===== src/design/fpa_pkg.sv =====
`timescale 1ns / 1ps
// ----------------------------------------------------------------------------
// fpa_pkg
// Shared widths, operation codes and pipeline word types of the Q24.8 ALU.
// ----------------------------------------------------------------------------
package fpa_pkg;

  localparam int DATA_WIDTH = 32;
  localparam int FRAC_BITS  = 8;
  localparam int CMD_WIDTH  = 4;
  localparam int DIV_STEPS  = DATA_WIDTH + FRAC_BITS;

  typedef enum logic [CMD_WIDTH-1:0] {
    CMD_ADD,
    CMD_SUB,
    CMD_MUL,
    CMD_DIV,
    CMD_MIN,
    CMD_MAX,
    CMD_INC,
    CMD_DEC,
    CMD_ITOF,
    CMD_FTOI
  } cmd_t;

  typedef struct packed {
    cmd_t                  cmd;
    logic [DATA_WIDTH-1:0] res;
    logic                  less;
    logic                  equal;
    logic                  greater;
    logic                  dz;
  } side_t;

  typedef struct packed {
    logic                  valid;
    logic [DATA_WIDTH-1:0] r;
    logic [DIV_STEPS-1:0]  dq;
    logic [DATA_WIDTH-1:0] mb;
    logic                  neg;
    side_t                 side;
  } div_t;

endpackage


===== src/design/fpa_out.sv =====
`timescale 1ns / 1ps
// ----------------------------------------------------------------------------
// fpa_out
// Output register: fix the quotient sign, pick the final result and hold
// the word until the consumer takes it.
// ----------------------------------------------------------------------------
module fpa_out (
  input  logic                                  clk,
  input  logic                                  rst,
  input  logic                                  load,
  input  fpa_pkg::div_t                         stage_in,
  output logic                                  out_valid,
  output logic signed [fpa_pkg::DATA_WIDTH-1:0] result,
  output logic                                  a_less,
  output logic                                  a_equal,
  output logic                                  a_greater,
  output logic                                  divide_by_zero
);
  import fpa_pkg::*;

  logic [DATA_WIDTH-1:0] quot;
  logic [DATA_WIDTH-1:0] res_next;

  assign quot = stage_in.dq[DATA_WIDTH-1:0];

  always_comb begin
    res_next = stage_in.side.res;
    if (stage_in.side.cmd == CMD_DIV && !stage_in.side.dz) begin
      res_next = stage_in.neg ? -quot : quot;
    end
  end

  always_ff @(posedge clk) begin
    if (rst) begin
      out_valid <= 1'b0;
    end else if (load) begin
      out_valid <= stage_in.valid;
    end
    if (load) begin
      result         <= res_next;
      a_less         <= stage_in.side.less;
      a_equal        <= stage_in.side.equal;
      a_greater      <= stage_in.side.greater;
      divide_by_zero <= stage_in.side.dz;
    end
  end

endmodule


===== config.mk =====
export PLATFORM = sky130hd
export DESIGN_NAME = fpa_out
export DESIGN_NICKNAME = d
export VERILOG_FILES = /design/src/design/fpa_pkg.sv /design/src/design/fpa_out.sv
export SDC_FILE = /design/constraint.sdc
export NUM_CORES = 1
export LEC_CHECK = 0
export BUFFER_PORTS_ARGS = -buffer_cell sky130_fd_sc_hd__buf_2
export CAP_MARGIN = 20
export CORE_ASPECT_RATIO = 1.25
export CORE_UTILIZATION = 39
export CTS_CLUSTER_DIAMETER = 100
export DETAILED_ROUTE_END_ITERATION = 6
export PLACE_DENSITY = 0.82
export SLEW_MARGIN = 20
export SYNTH_ARGS = -nofsm -noshare
export SYNTH_HDL_FRONTEND = slang
export SYNTH_SLANG_ARGS = --single-unit

===== constraint.sdc =====
create_clock -name clk -period 2.86 [get_ports clk]
set_input_delay 0.572 -clock clk [delete_from_list [all_inputs] [get_ports clk]]
set_output_delay 0.572 -clock clk [all_outputs]
set_load 0.05 [all_outputs]

# Yosys cells after proc, flatten, opt, wreduce, memory -nomap -nowiden

Cells that the tools add are included.

Add/subtract/negate cells: 1
Equal/unequal tests: 1
Muxes and demuxes: 2
Reductions and logical operators: 2

Operators by type and width:

| cell                                                 | count |
|---|---|
| 2-to-1 mux 32 bit                                    | 2 |
| negation 32 bit                                      | 1 |
| equality test 4 x 2 -> 1 bit (second input constant) | 1 |
| logical AND 1 bit                                    | 1 |
| zero test 1 bit                                      | 1 |

Bits in registers: 37
Input bits: 149
Word-level logic and storage cells: 12

# Longest topological paths before layout

Gate-level depths: netlist (run 1).

Depth after elaboration: 3
Mapped depth: 7

# Least setup slack after synthesis (run 1)

Ideal clock, no wire load.

Kind: input to register
Start: input stage_in[80] (netlist name)
End: register result[13] (netlist name), data pin
Setup time: 0.263 ns
Arrival: 2.044 ns
Data required time: 2.597 ns
Slack: 0.553 ns
Stages on the path: 5
Path buffers: 0
Path through: or4_4 or4_4 o41ai_4 xor2_1 o21ai_1

Word-level cells in the longest chain between the ends: 3

RTL lines:

| what                 | line          | text |
|---|---|---|
| from (decl)          | fpa_out.sv:11 | `input fpa_pkg::div_t stage_in,` |
| negation 32 bit      | fpa_out.sv:29 | `res_next = stage_in.neg ? -quot : quot;` |
| 2-to-1 mux 32 bit    | fpa_out.sv:29 |  |
| 2-to-1 mux 32 bit    | fpa_out.sv:28 | `if (stage_in.side.cmd == CMD_DIV && !stage_in.side.dz) begin` |
| via res_next[13]     | fpa_out.sv:22 | `logic [DATA_WIDTH-1:0] res_next;` |
| to (signal assigned) | fpa_out.sv:40 | `result <= res_next;` |
| to (decl)            | fpa_out.sv:13 | `output logic signed [fpa_pkg::DATA_WIDTH-1:0] result,` |

The timed path passes the listed nets, and every way through them passes these cells.
A chain may end at the register's enable or synchronous reset.

# Worst setup path after layout (run 1)

Start: input stage_in[80] (netlist name)
End: register result[23] (netlist name), data pin

Same word-level chain as after synthesis.

==> flow_summary.ini, run 1 <==
[route]
vias = 2071
ant_nets = 0
wire_per_inst_microns = 13.4
drtIter0Drc = 108
wirelength_microns = 5290
drcViolationCount = 0
dr.pass1.iters = 4
avgViaCountPerCell = 5.24

[worst_hold_path]
holdPathStages = 2
holdPathEnd = out_valid
hp-class = in -> reg
hp-start = rst

[setup_path]
cp_max_fo = 8
startpoint = stage_in[80]
reg2reg_slack_ns = 2.27
critPathKind = in -> reg
cp_cell_sequence = buf_2 > nor4_1 > nand4_1 > o41ai_1 > xor2_1 > o21ai_0
path_buf_inv = 1
critPathSlowestCell = nor4_1
required_ns = 2.89
r2r_cells = 2
start_kind = primary input
rr_startpoint = out_valid
end_kind = flip-flop
cp_top_family = simple AND/OR/NAND/NOR gates
arrival_ns = 2.38
rr_endpoint = out_valid
slowest_delay_ns = 0.51

[sta]
finalSetupViolCount = 0
fin_skew_ns = 0
tns_ns = 0
final.setup.worst_slack_ns = 0.509
whs_ns = 0.430
relSlewSlack = 0.429
final_hold_viol_count = 0
final.min_clock_period_ns = 2.35
tightestPinTransition_ns = 0.857
post-route-period-util = 0.822
slew_viol_final = 0
rsz0062_at_grt = false
max_freq_ghz = 0.425

[floorplan]
die_h_microns = 85.8
core-area_sq_um = 5410
start_util = 0.405
io_pins = 186
die_x_microns = 69
rows = 30
dieArea_sq_um = 5920

[global_routing]
grt_pass1_wl_microns = 8320
grt_use_met3 = 0.0423
grtUsageMet1 = 0.200
grt_busiest_layer = met2
grt_max_degree = 38
grt_pass1_vias = 1910
antenna_found_initial = 0
grt_overflow_total = 0
track_usage = 0.175
met2_usage = 0.311

[cts]
clk_pin_slew_ns = 0.07
cts_resized = 0
clock_sinks = 37
cts_buffer_depth = 2
clk_latency_ns = 0.29
htree_levels = 2
ctsHoldBuffers = 0
cts_setup_buffers = 0
clockRootBuffer = clkbuf_8
cts_tree = yes
numCtsBuffers = 5

[logic_synthesis]
synth_common_cells = o21ai_0, nand2_1, edfxtp_1
synth.area.top_cells = edfxtp_1, xor2_1, o21ai_0
syn_inst = 218
synth_top_area_share = 0.494
yosys_warnings = 0
synth_area_leader_cell = edfxtp_1
syn_nets = 368
synth_seq_cells = 37
async_flop_share = 0
yosysSeqAreaShare = 0.503
synth_flop_cell = edfxtp_1
synthDistinctLibCells = 31
syn_area_sq_um = 2190
synth-edff-count = 36
avgSynthCellArea_sq_um = 10.0
yosysMostFrequentCell = o21ai_0

[placement]
place_congestion = 0.742
io_buffers = 113
dp_slack_ns = 0.220
dp_cells = 387
place_hpwl_microns = 4080

[pwr]
swShare = 0.340
switching_power_mw = 0.476
pwr-share-seq = 0.468
power.density_nw_per_um2 = 482
power_frac_comb = 0.272
intPower_mw = 0.925
p_leak_nw = 1.29
ir_drop_v = 0.000234
clkPwrFrac = 0.260

[job]
cap_violations = 0

[finish]
n_antenna_cell = 0
drive_above_1_share = 0.387
syn2layout_area_growth_pct = 32.6
finalNetCount = 480
stdcell_count = 395

[run_status]
status = completed
-- cells in the final DEF (no fill, tap or decap), drive strengths merged, types with 2 or more instances in the layout --
cell type,instances
a21oi,2
buf,116
clkbuf,5
clkinv,2
edfxtp,36
inv,4
mux2i,4
nand2,37
nand4,5
nor2,9
nor3,3
nor4,6
o21ai,39
o31ai,9
o41ai,6
or3,2
or4,5
xnor2,4
xor2,26
-- stage by stage --
stage	utilization	cell area (sq um)	total power, mW
2_1_floorplan	-	2190	0.914
3_3_place_gp	0.521	2820	1.04
3_5_place_dp	0.521	2820	1.05
4_1_cts	0.537	2900	1.42
5_1_grt	0.537	2900	1.47
6_report	0.537	2900	1.40
-- worst max-delay path by stage --
stage / to / slack, ns / cells after the start
final: result[23] / 0.51 / 6
after global routing: result[23] / 0.35 / 6
after CTS: result[23] / 0.53 / 6
after detailed placement: result[23] / 0.22 / 6
after global placement: result[23] / 0.26 / 6
after floorplan: result[13] / 0.55 / 5
-- metal layers --
metal	up-vias	wire length (microns)	part of all wire
met2	93	2650	0.50
met1	936	2170	0.41
met4	0	103	0.019
met5	-	0	0
met3	9	372	0.070
li1	1033	-	-
-- state kept, by name (all words and copies together) (netlist names) --
register        cells
a_equal             1
a_greater           1
a_less              1
divide_by_zero      1
out_valid           1
result             32
-- power by group through the flow --
stage               Combinational, mW  Clock (mW)  Sequential [mW]
floorplan                      0.0846           0            0.829
global placement                0.375           0            0.666
detailed placement              0.383           0            0.668
CTS                             0.384       0.376            0.656
global route                    0.407       0.400            0.659
finish                          0.381       0.364            0.655
-- area by class of cell --
cell class	instances	area, sq um
clock buffers	5	68.8
clock inverters	3	17.5
fillers	489	2500
inverters	4	15.0
multi-input cells	166	1030
flip-flops and latches	37	1100
well taps	64	80.1
repair buffers	116	588
-- cells by family after synthesis --
kind of cell | count (synthesis) | synth area share
AO/OA/AOI/OAI | 60 | 0.172
XOR/XNOR | 30 | 0.120
adder cells (fa/ha/maj) | 1 | 0.00572
buffers and inverters | 15 | 0.0257
flip-flops | 37 | 0.503
multiplexers | 4 | 0.0183
AND/OR/NAND/NOR | 71 | 0.156
No activity file was read; power rests on OpenSTA's default activity.
==> run 2: changes to the inputs <==
- ABC_AREA: unset -> 1
- CORE_UTILIZATION: 39 -> 37
- PLACE_DENSITY: 0.82 -> 0.78
- clock period: 2.86 -> 2.1 ns (I/O delays scaled with it)
==> run 2 against run 1 <==
Net effect:
- combinational power is 49% higher
- synthesized area up 12%
- die area is 17% higher
- clock-buffer cell count grew 1
- via count grew 22%
- setup slack better by 0.021 ns
- synthesized cell count rose by 51%
- first-iteration DRC count is 43% higher
- cell count grew 34%
- non-clock buffer count rose by 1
- sequential power rose by 36%
- largest power group unchanged
==> flow_summary.ini, run 2 <==
[setup_path]
required_ns = 2.14
start_kind = primary input
end_kind = flip-flop
critPathKind = in -> reg
arrival_ns = 1.61
cp_max_fo = 5

[worst_hold_path]
hp-class = in -> reg

[logic_synthesis]
synth_flop_cell = edfxtp_1
yosys_warnings = 0
syn_area_sq_um = 2450
yosysSeqAreaShare = 0.450
synth_top_area_share = 0.441
synth_common_cells = nand2_1, nand3_1, edfxtp_1
syn_inst = 330
yosysMostFrequentCell = nand2_1
async_flop_share = 0
syn_nets = 480
synth_seq_cells = 37
synth_area_leader_cell = edfxtp_1
synth.area.top_cells = edfxtp_1, nand2_1, nand3_1
synth-edff-count = 36
synthDistinctLibCells = 27
avgSynthCellArea_sq_um = 7.42

[global_routing]
antenna_found_initial = 0
grt_pass1_wl_microns = 10600
track_usage = 0.198
grt_pass1_vias = 2432
grt_max_degree = 38
grt_overflow_total = 0

[route]
avgViaCountPerCell = 4.77
wirelength_microns = 6630
drcViolationCount = 0
wire_per_inst_microns = 12.5
dr.pass1.iters = 4
ant_nets = 0
drtIter0Drc = 154
vias = 2525

[placement]
place_area_sq_um = 3100
io_buffers = 113
place_hpwl_microns = 5230
place_congestion = 0.813

[finish]
final_cell_mix = nand2_1, buf_2, nand3_1
mostFrequentLayoutCell = nand2_1
regMostFlops = result
finalNetCount = 593
final_core_util = 0.506
n_fill_cell = 674
drive_above_1_share = 0.313
largest_register_ffs = 32
finish.instance_area_sq_um = 3180
syn2layout_area_growth_pct = 30.0
n_antenna_cell = 0

[sta]
final.min_clock_period_ns = 1.57
post-route-period-util = 0.748
final_hold_viol_count = 0
finalSetupViolCount = 0
max_freq_ghz = 0.637
slew_viol_final = 0
relSlewSlack = 0.675
fin_skew_ns = 0
rsz0062_at_grt = false
tns_ns = 0
tightestPinTransition_ns = 0.487

[floorplan]
start_util = 0.390
core-area_sq_um = 6290
rows = 32
io_pins = 186
die_h_microns = 93.0
dieArea_sq_um = 6950
die_x_microns = 74.8

[cts]
ctsHoldBuffers = 0
cts_tree = yes
cts_buffer_depth = 2
cts_setup_buffers = 0
numCtsBuffers = 5
clock_sinks = 37
htree_levels = 2
cts_resized = 0
clockRootBuffer = clkbuf_8
clk_pin_slew_ns = 0.06
clk_latency_ns = 0.28

[run_status]
status = completed

[pwr]
p_leak_nw = 1.58
power.density_nw_per_um2 = 611
ir_drop_v = 0.000206

[job]
cap_violations = 0
==> run 2: cell count changes after synthesis, sizes merged, moves of 9 or more <==
| cell | previous run | this run |
|---|---|---|
| nor2 | 9 | 36 |
| o21ai | 39 | 20 |
| inv | 4 | 28 |
| buf | 1 | 10 |
| nand2 | 37 | 121 |
| clkbuf | 10 | 1 |
| xor2 | 26 | 8 |
| nand3 | 1 | 48 |
| o31ai | 9 | 0 |
==> run 2: cell families (layout without fill, tap and decap cells) <==
group / count (synthesis) / count (layout) / synth area share
AO/OA/AOI/OAI: 24 / 24 / 0.0531
XOR/XNOR: 9 / 9 / 0.0322
flip-flops: 37 / 37 / 0.450
AND/OR/NAND/NOR: 219 / 219 / 0.387
adder cells (fa/ha/maj): 1 / 1 / 0.00511
multiplexers: 1 / 1 / 0.00409
buffers and inverters: 39 / 153 / 0.0685
==> run 2: through the flow <==
step | hold WS, ns | worst slack, ns | cells | total power [mW]
finish | 0.294 | 0.530 | 529 | 1.94
global route | 0.291 | 0.404 | 529 | 2.04
CTS | 0.291 | 0.575 | 529 | 1.96
detailed placement | 0.507 | 0.287 | 521 | 1.47
global placement | 0.469 | 0.276 | 521 | 1.47
floorplan | 0.492 | 0.605 | 330 | 1.29
==> run 2: cell type report <==
| cell class | count | area [sq um] | share of cell area |
|---|---|---|---|
| inverters | 28 | 105 | 0.0330 |
| well taps | 85 | 106 | 0.0334 |
| flip-flops and latches | 37 | 1100 | 0.346 |
| multi-input cells | 254 | 1180 | 0.371 |
| clock inverters | 2 | 10.0 | 0.00314 |
| repair buffers | 117 | 608 | 0.191 |
| clock buffers | 6 | 72.6 | 0.0228 |
==> run 2: power by group <==
group / switching, mW / internal [mW]
Sequential: 0.0129 / 0.879
Combinational: 0.406 / 0.159
Clock: 0.256 / 0.230
==> run 2: per-layer routing <==
layer	vias up	global-route usage	wire length, microns
met5	-	0	0
met4	0	0.0739	131
met3	12	0.0370	467
met2	89	0.323	3090
met1	1111	0.254	2950
li1	1313	-	-
==> run 2: final timing paths <==
check | from | end | slack [ns] | cells after the start
min reg2reg | out_valid | out_valid | 0.52 | 2
min | rst | out_valid | 0.29 | 2
max | stage_in[73] | result[18] | 0.53 | 10
max reg2reg | out_valid | out_valid | 1.50 | 2
==> run 2: worst max-delay path, stage by stage <==
cell,delay [ns]
buf_2,0.10
inv_2,0.06
ha_1,0.18
nand2_1,0.08
nand2_1,0.12
nand2_1,0.11
nor2_2,0.23
nand3_1,0.11
nand3_1,0.14
nand2_1,0.06
==> run 3: changes to the inputs <==
- clock period: 2.1 -> 1.27 ns (I/O delays scaled with it)
==> run 3 against run 2 <==
Net effect:
- critical path depth shrank 1
- worst hold slack worse by 0.18 ns
- total power up 85%
- sequential share of layout area down 5.3 points
- flip-flop and latch count stayed put
- clock-buffer cell count shrank 1
- utilization is 9.3 points higher
- first-iteration DRC count is 33% higher
- via count up 6.3%
- design area up 18%
- critical endpoint is now result[9]
- largest cell class unchanged
- highest routed layer unchanged
==> flow_summary.ini, run 3 (synthesis results as in run 2) <==
[run_status]
status = completed

[floorplan]
core-area_sq_um = 6290
die_h_microns = 93.0
rows = 32
die_x_microns = 74.8
io_pins = 186
start_util = 0.390
dieArea_sq_um = 6950

[global_routing]
antenna_found_initial = 0
track_usage = 0.213
grt_max_degree = 38
grt_overflow_total = 0
grt_pass1_vias = 2555
grt_pass1_wl_microns = 11300

[setup_path]
crit_path_frequent_cell = nor2_4
slowest_delay_ns = 0.24
r2r_cells = 2
cp_cell_sequence = buf_2 > nor2_4 > nand2_2 > nor2_4 > nor2_2 > buf_4 > o21ai_0 > nand3_1 > nand2_1
start_kind = primary input
critPathSlowestCell = nor2_2
arrival_ns = 1.27
cp_max_fo = 3
required_ns = 1.32
end_kind = flip-flop
critPathKind = in -> reg

[cts]
clock_sinks = 37
clockRootBuffer = clkbuf_8
cts_buffer_depth = 2
clk_pin_slew_ns = 0.08
htree_levels = 2
clk_latency_ns = 0.29
cts_tree = yes
cts_setup_buffers = 0
numCtsBuffers = 5
ctsHoldBuffers = 0

[route]
avgViaCountPerCell = 4.71
vias = 2685
drtIter0Drc = 205
dr.pass1.iters = 4
wire_per_inst_microns = 12.8
drcViolationCount = 0
wirelength_microns = 7310
ant_nets = 0

[finish]
n_fill_cell = 599
largest_register_ffs = 32
regMostFlops = result
final_core_util = 0.599
finish.instance_area_sq_um = 3760
mostFrequentLayoutCell = buf_2
final_cell_mix = buf_2, nand2_1, nand3_1
finalNetCount = 634
syn2layout_area_growth_pct = 53.8
n_antenna_cell = 0
drive_above_1_share = 0.423

[job]
cap_violations = 0

[sta]
tns_ns = 0
tightestPinTransition_ns = 0.324
final_hold_viol_count = 0
post-route-period-util = 0.958
relSlewSlack = 0.784
slew_viol_final = 0
finalSetupViolCount = 0
final.min_clock_period_ns = 1.22
rsz0062_at_grt = true
fin_skew_ns = 0
max_freq_ghz = 0.822
whs_ns = 0.111

[placement]
place_congestion = 0.870
place_area_sq_um = 3480
io_buffers = 113
place_hpwl_microns = 5590

[worst_hold_path]
holdPathStages = 2
hp-class = in -> reg

[pwr]
p_leak_nw = 1.85
ir_drop_v = 0.000468
power.density_nw_per_um2 = 957
## run 3: where the power goes
part           switching, mW  internal (mW)
logic                  0.736          0.366
registers             0.0218           1.45
clock network          0.448          0.578
## run 3: layout make-up
cell class	count	area [sq um]	share of cell area
Multi-Input combinational cell	256	1370	0.365
Sequential cell	37	1100	0.292
Timing Repair Buffer	156	963	0.256
Inverter	28	110	0.0292
Tap cell	85	106	0.0282
Clock buffer	5	68.8	0.0183
Clock inverter	3	41.3	0.0110
## run 3: worst paths after layout
| path | from | slack, ns | to |
|---|---|---|---|
| max | stage_in[77] | 0.05 | result[9] |
| min | rst | 0.11 | out_valid |
| max reg2reg | out_valid | 0.67 | out_valid |
| min reg2reg | out_valid | 0.53 | out_valid |
## run 3: repair_timing
action / CTS / global route
pin swaps: 1 / 14
hold endpoints to repair: 0 / 0
cloned: 1 / 1
setup endpoints to repair: 6 / 21
resized for setup: 2 / 34
## run 3: stage by stage
step | instances | power (mW) | setup WS (ns)
global route | 570 | 3.75 | -0.0221
finish | 570 | 3.60 | 0.0538
detailed placement | 560 | 2.55 | -0.371
global placement | 560 | 2.54 | -0.298
floorplan | 330 | 2.15 | -0.0242
CTS | 569 | 3.58 | 0.00988
## run 3: metal layers
layer  wire length (microns)  share of wire  GRT usage  vias to the layer above
met4                      99          0.014     0.0770                        0
met5                       0              0          0                        -
met2                    3590           0.49      0.356                       97
met1                    3220           0.44      0.275                     1177
met3                     399          0.055     0.0305                        8
li1                        -              -          -                     1403
## run 3: worst max-delay path, delay by kind of cell
| family | cells | cell delay, ns |
|---|---|---|
| compound gates | 1 | 0.07 |
| buf+inv | 2 | 0.33 |
| simple gates | 6 | 0.62 |
